File: src/design/bsc_pkg.sv
// bsc_pkg: shared types and constants of the beat synced clock and reset generator
// used by every module of the block; depends on nothing

package bsc_pkg;

  localparam int PULSE_W = 20;
  localparam int PPB_W   = 5;
  localparam int SWIN_W  = 16;
  localparam int BEATS_W = 48;
  localparam int PHASE_W = 20;
  localparam int TEMPO_W = 18;
  localparam int MODE_W  = 2;

  localparam int PT_W = PULSE_W + TEMPO_W;
  localparam int PP_W = PT_W + PPB_W;

  // 60 s * 1e6 us * 256 = 2^16 * 234375
  localparam int            K_SHIFT = 16;
  localparam int            K_W     = 18;
  localparam logic [K_W-1:0] K_ODD  = 18'd234375;

  // start window is given with 16 fraction bits
  localparam int SWIN_FRAC = 16;

  localparam logic [MODE_W-1:0] MODE_STOPPED = 2'd0;
  localparam logic [MODE_W-1:0] MODE_CUED    = 2'd1;
  localparam logic [MODE_W-1:0] MODE_PLAYING = 2'd2;

  localparam int               REG_IDX_W           = 2;
  localparam logic [REG_IDX_W-1:0] REG_PULSE_LEN       = 2'd0;
  localparam logic [REG_IDX_W-1:0] REG_PULSES_PER_BEAT = 2'd1;
  localparam logic [REG_IDX_W-1:0] REG_START_WINDOW    = 2'd2;

  localparam logic [PULSE_W-1:0] PULSE_LEN_RST = 20'd30000;
  localparam logic [PPB_W-1:0]   PPB_RST       = 5'd4;
  localparam logic [SWIN_W-1:0]  SWIN_RST      = 16'd655;

  localparam int QUEUE_DEPTH = 4;
  localparam int QPTR_W      = 2;

  typedef struct packed {
    logic [PULSE_W-1:0] pulse_len;
    logic [PPB_W-1:0]   ppb;
    logic [SWIN_W-1:0]  start_window;
  } cfg_t;

  typedef struct packed {
    logic press;
    logic neg;
    logic half;
    logic win;
    logic clk_hit;
    logic rst_hit;
  } item_t;

endpackage

File: src/design/bsc_cfg.sv
// bsc_cfg: configuration register file of the generator
// depends on bsc_pkg

module bsc_cfg (
  input  logic                             clk,
  input  logic                             rst_n,
  input  logic                             cfg_valid,
  output logic                             cfg_ready,
  input  logic [bsc_pkg::REG_IDX_W-1:0]    cfg_index,
  input  logic [bsc_pkg::PULSE_W-1:0]      cfg_wdata,
  output bsc_pkg::cfg_t                    cfg_o
);

  bsc_pkg::cfg_t cfg_r;
  bsc_pkg::cfg_t cfg_nxt;

  assign cfg_ready = 1'b1;
  assign cfg_o     = cfg_r;

  always_comb begin
    cfg_nxt = cfg_r;
    if (cfg_valid) begin
      unique case (cfg_index)
        bsc_pkg::REG_PULSE_LEN:       cfg_nxt.pulse_len    = cfg_wdata;
        bsc_pkg::REG_PULSES_PER_BEAT: cfg_nxt.ppb          = cfg_wdata[bsc_pkg::PPB_W-1:0];
        bsc_pkg::REG_START_WINDOW:    cfg_nxt.start_window = cfg_wdata[bsc_pkg::SWIN_W-1:0];
        default:                      cfg_nxt = cfg_r;
      endcase
    end
  end

  always_ff @(posedge clk) begin
    if (!rst_n) begin
      cfg_r.pulse_len    <= bsc_pkg::PULSE_LEN_RST;
      cfg_r.ppb          <= bsc_pkg::PPB_RST;
      cfg_r.start_window <= bsc_pkg::SWIN_RST;
    end else begin
      cfg_r <= cfg_nxt;
    end
  end

endmodule

File: src/design/bsc_front.sv
// bsc_front: three-stage front end that takes ticks and works out the pulse window tests
// depends on bsc_pkg; feeds bsc_fifo

module bsc_front #(
  parameter int FRAC_BITS = 16
) (
  input  logic                         clk,
  input  logic                         rst_n,
  input  bsc_pkg::cfg_t                cfg_i,
  input  logic                         in_valid,
  output logic                         in_ready,
  input  logic                         in_press,
  input  logic [bsc_pkg::BEATS_W-1:0]  in_beats,
  input  logic [bsc_pkg::PHASE_W-1:0]  in_phase,
  input  logic [bsc_pkg::TEMPO_W-1:0]  in_tempo,
  output logic                         q_valid,
  input  logic                         q_ready,
  output bsc_pkg::item_t               q_item
);

  localparam int WIN_L_W    = bsc_pkg::PHASE_W + bsc_pkg::SWIN_FRAC;
  localparam int WIN_R_W    = bsc_pkg::SWIN_W + FRAC_BITS;
  localparam int WIN_CMP_W  = (WIN_L_W > WIN_R_W) ? WIN_L_W : WIN_R_W;
  localparam int FPROD_W    = FRAC_BITS + bsc_pkg::PPB_W;
  localparam int LHS_C_W    = FRAC_BITS + bsc_pkg::K_W;
  localparam int LHS_R_W    = bsc_pkg::PHASE_W + bsc_pkg::K_W;
  localparam int CLK_L_W    = LHS_C_W + bsc_pkg::K_SHIFT;
  localparam int CLK_R_W    = bsc_pkg::PP_W + FRAC_BITS;
  localparam int CLK_CMP_W  = (CLK_L_W > CLK_R_W) ? CLK_L_W : CLK_R_W;
  localparam int RST_L_W    = LHS_R_W + bsc_pkg::K_SHIFT;
  localparam int RST_R_W    = bsc_pkg::PT_W + FRAC_BITS;
  localparam int RST_CMP_W  = (RST_L_W > RST_R_W) ? RST_L_W : RST_R_W;

  logic adv;
  logic s1_v_r, s2_v_r, s3_v_r;

  logic [bsc_pkg::BEATS_W-1:0] mag;
  logic                        win_c;
  logic [bsc_pkg::PT_W-1:0]    pt_c;
  logic [FPROD_W-1:0]          fprod_c;
  logic [bsc_pkg::PP_W-1:0]    pp_c;
  logic [LHS_R_W-1:0]          lhs_r_c;
  logic [LHS_C_W-1:0]          lhs_c_c;

  logic                        s1_press_r, s1_neg_r, s1_half_r, s1_win_r;
  logic [FRAC_BITS-1:0]        s1_mag_lo_r;
  logic [bsc_pkg::PT_W-1:0]    s1_pt_r;
  logic [bsc_pkg::PHASE_W-1:0] s1_phase_r;

  logic                        s2_press_r, s2_neg_r, s2_half_r, s2_win_r;
  logic [FRAC_BITS-1:0]        s2_frac_r;
  logic [bsc_pkg::PP_W-1:0]    s2_pp_r;
  logic [bsc_pkg::PT_W-1:0]    s2_pt_r;
  logic [LHS_R_W-1:0]          s2_lhs_r_r;

  logic                        s3_press_r, s3_neg_r, s3_half_r, s3_win_r;
  logic [LHS_C_W-1:0]          s3_lhs_c_r;
  logic [bsc_pkg::PP_W-1:0]    s3_pp_r;
  logic [bsc_pkg::PT_W-1:0]    s3_pt_r;
  logic [LHS_R_W-1:0]          s3_lhs_r_r;

  assign adv      = !s3_v_r || q_ready;
  assign in_ready = adv;
  assign q_valid  = s3_v_r;

  // stage 1: magnitude, start window, pulse length times tempo
  assign mag   = in_beats[bsc_pkg::BEATS_W-1] ? (~in_beats + bsc_pkg::BEATS_W'(1)) : in_beats;
  assign win_c = WIN_CMP_W'({in_phase, {bsc_pkg::SWIN_FRAC{1'b0}}})
              <= WIN_CMP_W'({cfg_i.start_window, {FRAC_BITS{1'b0}}});
  assign pt_c  = bsc_pkg::PT_W'(cfg_i.pulse_len) * bsc_pkg::PT_W'(in_tempo);

  // stage 2: division fraction, clock threshold, reset left side
  assign fprod_c = FPROD_W'(s1_mag_lo_r) * FPROD_W'(cfg_i.ppb);
  assign pp_c    = bsc_pkg::PP_W'(s1_pt_r) * bsc_pkg::PP_W'(cfg_i.ppb);
  assign lhs_r_c = LHS_R_W'(s1_phase_r) * LHS_R_W'(bsc_pkg::K_ODD);

  // stage 3: clock left side
  assign lhs_c_c = LHS_C_W'(s2_frac_r) * LHS_C_W'(bsc_pkg::K_ODD);

  always_comb begin
    q_item.press   = s3_press_r;
    q_item.neg     = s3_neg_r;
    q_item.half    = s3_half_r;
    q_item.win     = s3_win_r;
    q_item.clk_hit = CLK_CMP_W'({s3_lhs_c_r, {bsc_pkg::K_SHIFT{1'b0}}})
                  <= CLK_CMP_W'({s3_pp_r, {FRAC_BITS{1'b0}}});
    q_item.rst_hit = RST_CMP_W'({s3_lhs_r_r, {bsc_pkg::K_SHIFT{1'b0}}})
                  <= RST_CMP_W'({s3_pt_r, {FRAC_BITS{1'b0}}});
  end

  always_ff @(posedge clk) begin
    if (!rst_n) begin
      s1_v_r <= 1'b0;
      s2_v_r <= 1'b0;
      s3_v_r <= 1'b0;
    end else if (adv) begin
      s1_v_r <= in_valid;
      s2_v_r <= s1_v_r;
      s3_v_r <= s2_v_r;
    end
  end

  always_ff @(posedge clk) begin
    if (adv) begin
      s1_press_r  <= in_press;
      s1_neg_r    <= in_beats[bsc_pkg::BEATS_W-1];
      s1_half_r   <= mag[FRAC_BITS-1];
      s1_win_r    <= win_c;
      s1_mag_lo_r <= mag[FRAC_BITS-1:0];
      s1_pt_r     <= pt_c;
      s1_phase_r  <= in_phase;

      s2_press_r  <= s1_press_r;
      s2_neg_r    <= s1_neg_r;
      s2_half_r   <= s1_half_r;
      s2_win_r    <= s1_win_r;
      s2_frac_r   <= fprod_c[FRAC_BITS-1:0];
      s2_pp_r     <= pp_c;
      s2_pt_r     <= s1_pt_r;
      s2_lhs_r_r  <= lhs_r_c;

      s3_press_r  <= s2_press_r;
      s3_neg_r    <= s2_neg_r;
      s3_half_r   <= s2_half_r;
      s3_win_r    <= s2_win_r;
      s3_lhs_c_r  <= lhs_c_c;
      s3_pp_r     <= s2_pp_r;
      s3_pt_r     <= s2_pt_r;
      s3_lhs_r_r  <= s2_lhs_r_r;
    end
  end

`ifndef SYNTHESIS
  a_stall_holds: assert property (@(posedge clk) disable iff (!rst_n)
    (s3_v_r && !q_ready) |=> s3_v_r)
    else $error("front dropped a stalled transaction");
`endif

endmodule

File: src/design/bsc_fifo.sv
// bsc_fifo: short queue of classified ticks between front and back
// depends on bsc_pkg

module bsc_fifo (
  input  logic           clk,
  input  logic           rst_n,
  input  logic           push_valid,
  output logic           push_ready,
  input  bsc_pkg::item_t push_item,
  output logic           pop_valid,
  input  logic           pop_ready,
  output bsc_pkg::item_t pop_item
);

  localparam logic [bsc_pkg::QPTR_W:0] FULL = (bsc_pkg::QPTR_W + 1)'(bsc_pkg::QUEUE_DEPTH);

  bsc_pkg::item_t mem_r [bsc_pkg::QUEUE_DEPTH];
  logic [bsc_pkg::QPTR_W-1:0] wr_ptr_r, rd_ptr_r;
  logic [bsc_pkg::QPTR_W:0]   count_r;
  logic push, pop;

  assign push_ready = count_r != FULL;
  assign pop_valid  = count_r != '0;
  assign pop_item   = mem_r[rd_ptr_r];
  assign push       = push_valid && push_ready;
  assign pop        = pop_valid && pop_ready;

  always_ff @(posedge clk) begin
    if (!rst_n) begin
      wr_ptr_r <= '0;
      rd_ptr_r <= '0;
      count_r  <= '0;
    end else begin
      if (push) wr_ptr_r <= wr_ptr_r + bsc_pkg::QPTR_W'(1);
      if (pop)  rd_ptr_r <= rd_ptr_r + bsc_pkg::QPTR_W'(1);
      if (push && !pop)      count_r <= count_r + (bsc_pkg::QPTR_W + 1)'(1);
      else if (pop && !push) count_r <= count_r - (bsc_pkg::QPTR_W + 1)'(1);
    end
  end

  always_ff @(posedge clk) begin
    if (push) mem_r[wr_ptr_r] <= push_item;
  end

`ifndef SYNTHESIS
  a_count_bound: assert property (@(posedge clk) disable iff (!rst_n)
    count_r <= FULL)
    else $error("queue count beyond depth");
  a_count_inc: assert property (@(posedge clk) disable iff (!rst_n)
    (push && !pop) |=> count_r == $past(count_r) + (bsc_pkg::QPTR_W + 1)'(1))
    else $error("queue count missed a push");
`endif

endmodule

File: src/design/bsc_back.sv
// bsc_back: run mode sequencer and output register of the generator
// depends on bsc_pkg; fed by bsc_fifo

module bsc_back (
  input  logic                         clk,
  input  logic                         rst_n,
  input  logic                         q_valid,
  output logic                         q_ready,
  input  bsc_pkg::item_t               q_item,
  output logic                         out_valid,
  input  logic                         out_ready,
  output logic                         out_clock,
  output logic                         out_reset,
  output logic                         out_playing,
  output logic [bsc_pkg::MODE_W-1:0]   out_run_state
);

  logic [bsc_pkg::MODE_W-1:0] mode_r, mode_nxt, mode_pressed;
  logic out_valid_r;
  logic clock_r, reset_r, playing_r;
  logic clock_nxt, reset_nxt, playing_nxt;
  logic pop;

  assign q_ready       = !out_valid_r || out_ready;
  assign pop           = q_valid && q_ready;
  assign out_valid     = out_valid_r;
  assign out_clock     = clock_r;
  assign out_reset     = reset_r;
  assign out_playing   = playing_r;
  assign out_run_state = mode_r;

  always_comb begin
    mode_pressed = mode_r;
    if (q_item.press) begin
      mode_pressed = (mode_r == bsc_pkg::MODE_STOPPED) ? bsc_pkg::MODE_CUED
                                                        : bsc_pkg::MODE_STOPPED;
    end
    mode_nxt    = mode_pressed;
    clock_nxt   = 1'b0;
    reset_nxt   = 1'b0;
    playing_nxt = 1'b0;
    unique case (mode_pressed)
      bsc_pkg::MODE_CUED: begin
        playing_nxt = !q_item.half;
        if (q_item.win) mode_nxt = bsc_pkg::MODE_PLAYING;
      end
      bsc_pkg::MODE_PLAYING: begin
        playing_nxt = 1'b1;
        clock_nxt   = q_item.neg || q_item.clk_hit;
        reset_nxt   = q_item.rst_hit;
      end
      default: mode_nxt = bsc_pkg::MODE_STOPPED;
    endcase
  end

  always_ff @(posedge clk) begin
    if (!rst_n) begin
      mode_r      <= bsc_pkg::MODE_STOPPED;
      out_valid_r <= 1'b0;
    end else begin
      if (pop) mode_r <= mode_nxt;
      if (q_ready) out_valid_r <= q_valid;
    end
  end

  always_ff @(posedge clk) begin
    if (pop) begin
      clock_r   <= clock_nxt;
      reset_r   <= reset_nxt;
      playing_r <= playing_nxt;
    end
  end

`ifndef SYNTHESIS
  a_stop_press: assert property (@(posedge clk) disable iff (!rst_n)
    (pop && q_item.press && mode_r != bsc_pkg::MODE_STOPPED) |=>
      (out_run_state == bsc_pkg::MODE_STOPPED && !out_clock && !out_reset && !out_playing))
    else $error("stopping press left a line high");
  a_cue_start: assert property (@(posedge clk) disable iff (!rst_n)
    (pop && !q_item.press && mode_r == bsc_pkg::MODE_CUED && q_item.win) |=>
      (out_run_state == bsc_pkg::MODE_PLAYING && !out_clock && !out_reset))
    else $error("start tick showed playing outputs");
`endif

endmodule

File: src/design/beat_synced_clock_reset_gen.sv
// Beat synced clock and reset generator. One tick (press, beat position, phrase phase,
// tempo) is taken per cycle at most and its result leaves from the output register once it
// has passed the front end and the queue; one tick per cycle is sustained as long as results
// are taken. The path runs through the three-stage multiply and compare front end, the
// four-entry queue and the run mode register in the back end, which advances once per
// tick. FRAC_BITS (8 to 24) is the number of fraction bits of beats and phase.
// depends on bsc_pkg, bsc_cfg, bsc_front, bsc_fifo, bsc_back

module beat_synced_clock_reset_gen #(
  parameter int FRAC_BITS = 16
) (
  input  logic                          clk,
  input  logic                          rst_n,
  input  logic                          in_tvalid,
  output logic                          in_tready,
  input  logic [87:0]                   in_tdata,   // press, beats, phase, tempo, zero pad
  output logic                          out_tvalid,
  input  logic                          out_tready,
  output logic [7:0]                    out_tdata,  // clock_out, reset_out, playing_out,
                                                    // run_state, zero pad
  input  logic                          cfg_valid,
  output logic                          cfg_ready,
  input  logic [bsc_pkg::REG_IDX_W-1:0] cfg_index,
  input  logic [bsc_pkg::PULSE_W-1:0]   cfg_wdata
);

  bsc_pkg::cfg_t  cfg;
  bsc_pkg::item_t f_item, b_item;
  logic f_valid, f_ready, b_valid, b_ready;
  logic o_clock, o_reset, o_playing;
  logic [bsc_pkg::MODE_W-1:0] o_run_state;

  bsc_cfg u_cfg (
    .clk       (clk),
    .rst_n     (rst_n),
    .cfg_valid (cfg_valid),
    .cfg_ready (cfg_ready),
    .cfg_index (cfg_index),
    .cfg_wdata (cfg_wdata),
    .cfg_o     (cfg)
  );

  bsc_front #(.FRAC_BITS(FRAC_BITS)) u_front (
    .clk      (clk),
    .rst_n    (rst_n),
    .cfg_i    (cfg),
    .in_valid (in_tvalid),
    .in_ready (in_tready),
    .in_press (in_tdata[0]),
    .in_beats (in_tdata[48:1]),
    .in_phase (in_tdata[68:49]),
    .in_tempo (in_tdata[86:69]),
    .q_valid  (f_valid),
    .q_ready  (f_ready),
    .q_item   (f_item)
  );

  bsc_fifo u_fifo (
    .clk        (clk),
    .rst_n      (rst_n),
    .push_valid (f_valid),
    .push_ready (f_ready),
    .push_item  (f_item),
    .pop_valid  (b_valid),
    .pop_ready  (b_ready),
    .pop_item   (b_item)
  );

  bsc_back u_back (
    .clk           (clk),
    .rst_n         (rst_n),
    .q_valid       (b_valid),
    .q_ready       (b_ready),
    .q_item        (b_item),
    .out_valid     (out_tvalid),
    .out_ready     (out_tready),
    .out_clock     (o_clock),
    .out_reset     (o_reset),
    .out_playing   (o_playing),
    .out_run_state (o_run_state)
  );

  assign out_tdata = {3'b000, o_run_state, o_playing, o_reset, o_clock};

endmodule

File: config.mk
export PLATFORM = sky130hd
export DESIGN_NAME = beat_synced_clock_reset_gen
export DESIGN_NICKNAME = d
export VERILOG_FILES = /design/src/design/bsc_pkg.sv /design/src/design/bsc_cfg.sv /design/src/design/bsc_front.sv /design/src/design/bsc_fifo.sv /design/src/design/bsc_back.sv /design/src/design/beat_synced_clock_reset_gen.sv
export SDC_FILE = /design/constraint.sdc
export NUM_CORES = 2
export LEC_CHECK = 0
export BUFFER_PORTS_ARGS = -buffer_cell sky130_fd_sc_hd__buf_2
export CAP_MARGIN = 25
export CORE_ASPECT_RATIO = 1.4
export CORE_UTILIZATION = 30
export CTS_BUF_LIST = sky130_fd_sc_hd__clkbuf_4 sky130_fd_sc_hd__clkbuf_8
export CTS_CLUSTER_SIZE = 40
export DETAILED_ROUTE_END_ITERATION = 8
export GPL_TIMING_DRIVEN = 0
export PLACE_DENSITY = 0.44
export SYNTH_ARGS = -nofsm -noshare
export SYNTH_HDL_FRONTEND = slang
export SYNTH_SLANG_ARGS = --single-unit
File: constraint.sdc
create_clock -name clk -period 20.5 [get_ports clk]
set_input_delay 4.1 -clock clk [delete_from_list [all_inputs] [get_ports clk]]
set_output_delay 4.1 -clock clk [all_outputs]
set_load 0.01 [all_outputs]
==> impl_results.md <==
- Max-Cap Viols: 0
- Tcrit/Tclk final: between 40% and 50%
- Main synth FF type: edfxtp_1
- Chip Width: around 340 um
- Syn Area/Cell: between 10 and 15 sq um
- Worst slack at placement: 9710 ps
- Post-Route WL: 125 mm
- Slew @ Worst Pin: 1080 ps
- Hold Buf Count CTS: 0
- Worst setup EP type: flop
- Clock Pin Slew Worst Setup and Hold Paths: around 60 ps
- RePlAce Congestion: between 0.8 and 0.9
- Status: finished, final reports clean
- Clk sinks: about 460
- Final setup skew: 26.9 ps
- Global-route wire length before repair: 195 mm
- Reg2Reg Depth: 22
- Initial Util: between 30% and 40%
- EDFF count, synth: 400
- WHS Endpoint: u_front.s3_half_r$_DFFE_PP_
- Post-CTS setup buffers: 0
- PortBufs: 70
- Avg Vias per Cell: between 4 and 5
- Core area: 156000 sq um
- Final Slew Violations: 0
- Clock Path Buffers: 3
- Router iterations before antenna repair: 5
- Total congestion overflow: 0
- Worst EP arrival: 10500 ps
- Commonest non-fill, non-tap cell in the layout: inv_1
- FF+latch count, synth: 456
- Hold path startpoint: u_front.s2_half_r$_DFFE_PP_
- Skew-Pair Late Insertion Delay: between 700 and 800 ps
- Final Hold Fails: 0
- P&R area growth vs syn: 10.7%
- Worst reg2reg startpoint: u_cfg.cfg_o[33]$_SDFFE_PN1P_
- Avg WL per Cell: ~18 um
- Starting DRC count in detailed routing: approximately 1200
- Final min period: between 10000 and 15000 ps
- Crit path required time: around 21000 ps
- Synthesized cell area: between 40000 and 50000 sq um
- CTS Buf Count: 88
- Nets: 5966
- GRT Util Overall: 16.2%
- Min Hold Slack: 401 ps
- Max Clk Rate: between 90 and 100 MHz
- Hpwl dp: roughly 100 mm
- Hold depth: 0
- Sequential share of the synthesized area: between 20% and 30%
- Internal reg-to-reg setup slack: 12690 ps
- H-tree level count: 3
- Die ar.: around 160000 sq um
- IO Count: between 100 and 150
- Number of global-route vias before repair: approximately 34000
- DRC errors left: 0
- Root buffer cell: clkbuf_8
- Detail Route Antenna Nets: 0
- Vias: around 31000
- Fraction of layout cells with a size suffix above 1: 5.54%
- Max FO, Critical Path: 10
- Most frequent cells in the layout: inv_1 (859), fa_1 (625), ha_1 (586), nand2_1 (507), edfxtp_1 (400)
- Post_cts resized: 0
- Warnings from Yosys: 0
- Area leader, netlist: fa_1
- Worst setup SP type: input pin
- Worst Path Class, Setup: input pin to flop
- Largest net degree at the start of global routing: around 130
- RSZ-0062 raised after global routing: false
- Yosys top cell area share: 26.5%
- Chip height: 471 um
- Final setup viols: 0
- Synth top area cells: fa_1 (27%), edfxtp_1 (25%), ha_1 (16%)
- Setup TNS: 0 ps
- Row count: about 170
- Cell variety after synth: 75
- Ys async rst share: 0%
- Final Worst Setup Slack: 10500 ps
- Cells after Synth: 4471
- Initial antenna violation count: 8
- CTS tree: built
- Hold Crit Class: flop to flop
- Headroom to the max-slew limit: between 20 and 30%
- Reg-to-reg endpoint: u_front.s1_pt_r[36]$_DFFE_PP_
[final cells by class]
| cell class | count | area [sq um] |
|---|---|---|
| Antenna cell | 4 | 10.0 |
| Inverter | 860 | 3240 |
| Buffer | 142 | 559 |
| Clock buffer | 113 | 1410 |
| Tap cell | 2076 | 2600 |
| Sequential cell | 456 | 13100 |
| Fill cell | 16000 | 103000 |
| Timing Repair Buffer | 77 | 493 |
| Multi-Input combinational cell | 3015 | 30300 |
| Clock inverter | 48 | 534 |
[state kept, by name, summed over array words and instances, names as in the netlist, 34 cells and up, named ones only]
signal	flops
u_front.s3_lhs_r_r	38
u_front.s3_pp_r	43
u_front.s2_lhs_r_r	38
u_cfg.cfg_o	41
u_front.s1_pt_r	38
u_front.s2_pp_r	43
u_front.s2_pt_r	38
u_front.s3_pt_r	38
u_front.s3_lhs_c_r	34
[cell families (layout without fill, tap and decap cells)]
family | after synthesis | count (layout) | share of synthesized area [%]
AO/OA/AOI/OAI | 511 | 511 | 7.23
adder cells (fa/ha/maj) | 1211 | 1211 | 42.0
other | 2 | 8 | 0.0159
XOR/XNOR | 165 | 165 | 3.06
flip-flops | 456 | 456 | 27.8
AND/OR/NAND/NOR | 1110 | 1110 | 11.4
buffers and inverters | 1002 | 1240 | 8.02
multiplexers | 14 | 14 | 0.406
[metal layers]
layer | wire length (um) | vias to the layer above | track usage [%]
met5 | 0 | - | 0
met4 | 4510 | 0 | 6.51
met3 | 3080 | 163 | 1.49
met2 | 65700 | 386 | 30.1
met1 | 51400 | 15300 | 18.8
li1 | - | 14800 | -
[cell usage after synthesis (all sizes together) (31+ instances only)]
cell type    n
nand3       41
o21ai       85
inv        860
xnor2      121
dfxtp       56
nor2        98
nor3        33
ha         586
nor2b       35
and2       285
a21oi      141
fa         625
nand4       31
a21o        85
edfxtp     400
nand2      507
xor2        44
clkbuf     134
[worst max-delay path by stage]
stage                                   start                       endpoint  slack [ps]  cells after the start
2_1_floorplan  u_fifo.count_r[0]$_SDFFE_PN0P_                      in_tready        8430                      3
3_3_place_gp   u_fifo.count_r[0]$_SDFFE_PN0P_                      in_tready        3630                      4
3_5_place_dp                     in_tdata[75]  u_front.s1_pt_r[36]$_DFFE_PP_        9710                     22
4_1_cts                          in_tdata[75]  u_front.s1_pt_r[36]$_DFFE_PP_       10570                     22
5_1_grt                          in_tdata[75]  u_front.s1_pt_r[36]$_DFFE_PP_       10210                     22
6_report                         in_tdata[75]  u_front.s1_pt_r[36]$_DFFE_PP_       10500                     22
[metrics by stage]
step	utilization, %	instance area (sq um)	std cells
after global routing	33.6	52300	6788
after floorplan	-	47200	4473
final	33.6	52300	6791
after CTS	33.6	52200	6786
after global placement	32.2	50200	6619
after detailed placement	32.3	50300	6625
[critical path, stage by stage]
cell and delay [ps]:
clkbuf_1 580, and2_1 250, fa_1 390, inv_1 80, fa_1 450, fa_1 520, fa_1 550, inv_1 50
fa_1 470, inv_1 50, fa_1 480, inv_1 50, ha_1 310, a21oi_1 150, o21ai_0 150, nor4_1 680
or3_1 270, a31oi_1 200, nor2_1 140, o21ai_1 130, a221oi_1 340, xnor2_1 100
Power is left out: the tool's default activity adds up to more than one toggle a clock period on the data nets, which glitch-free logic cannot reach.
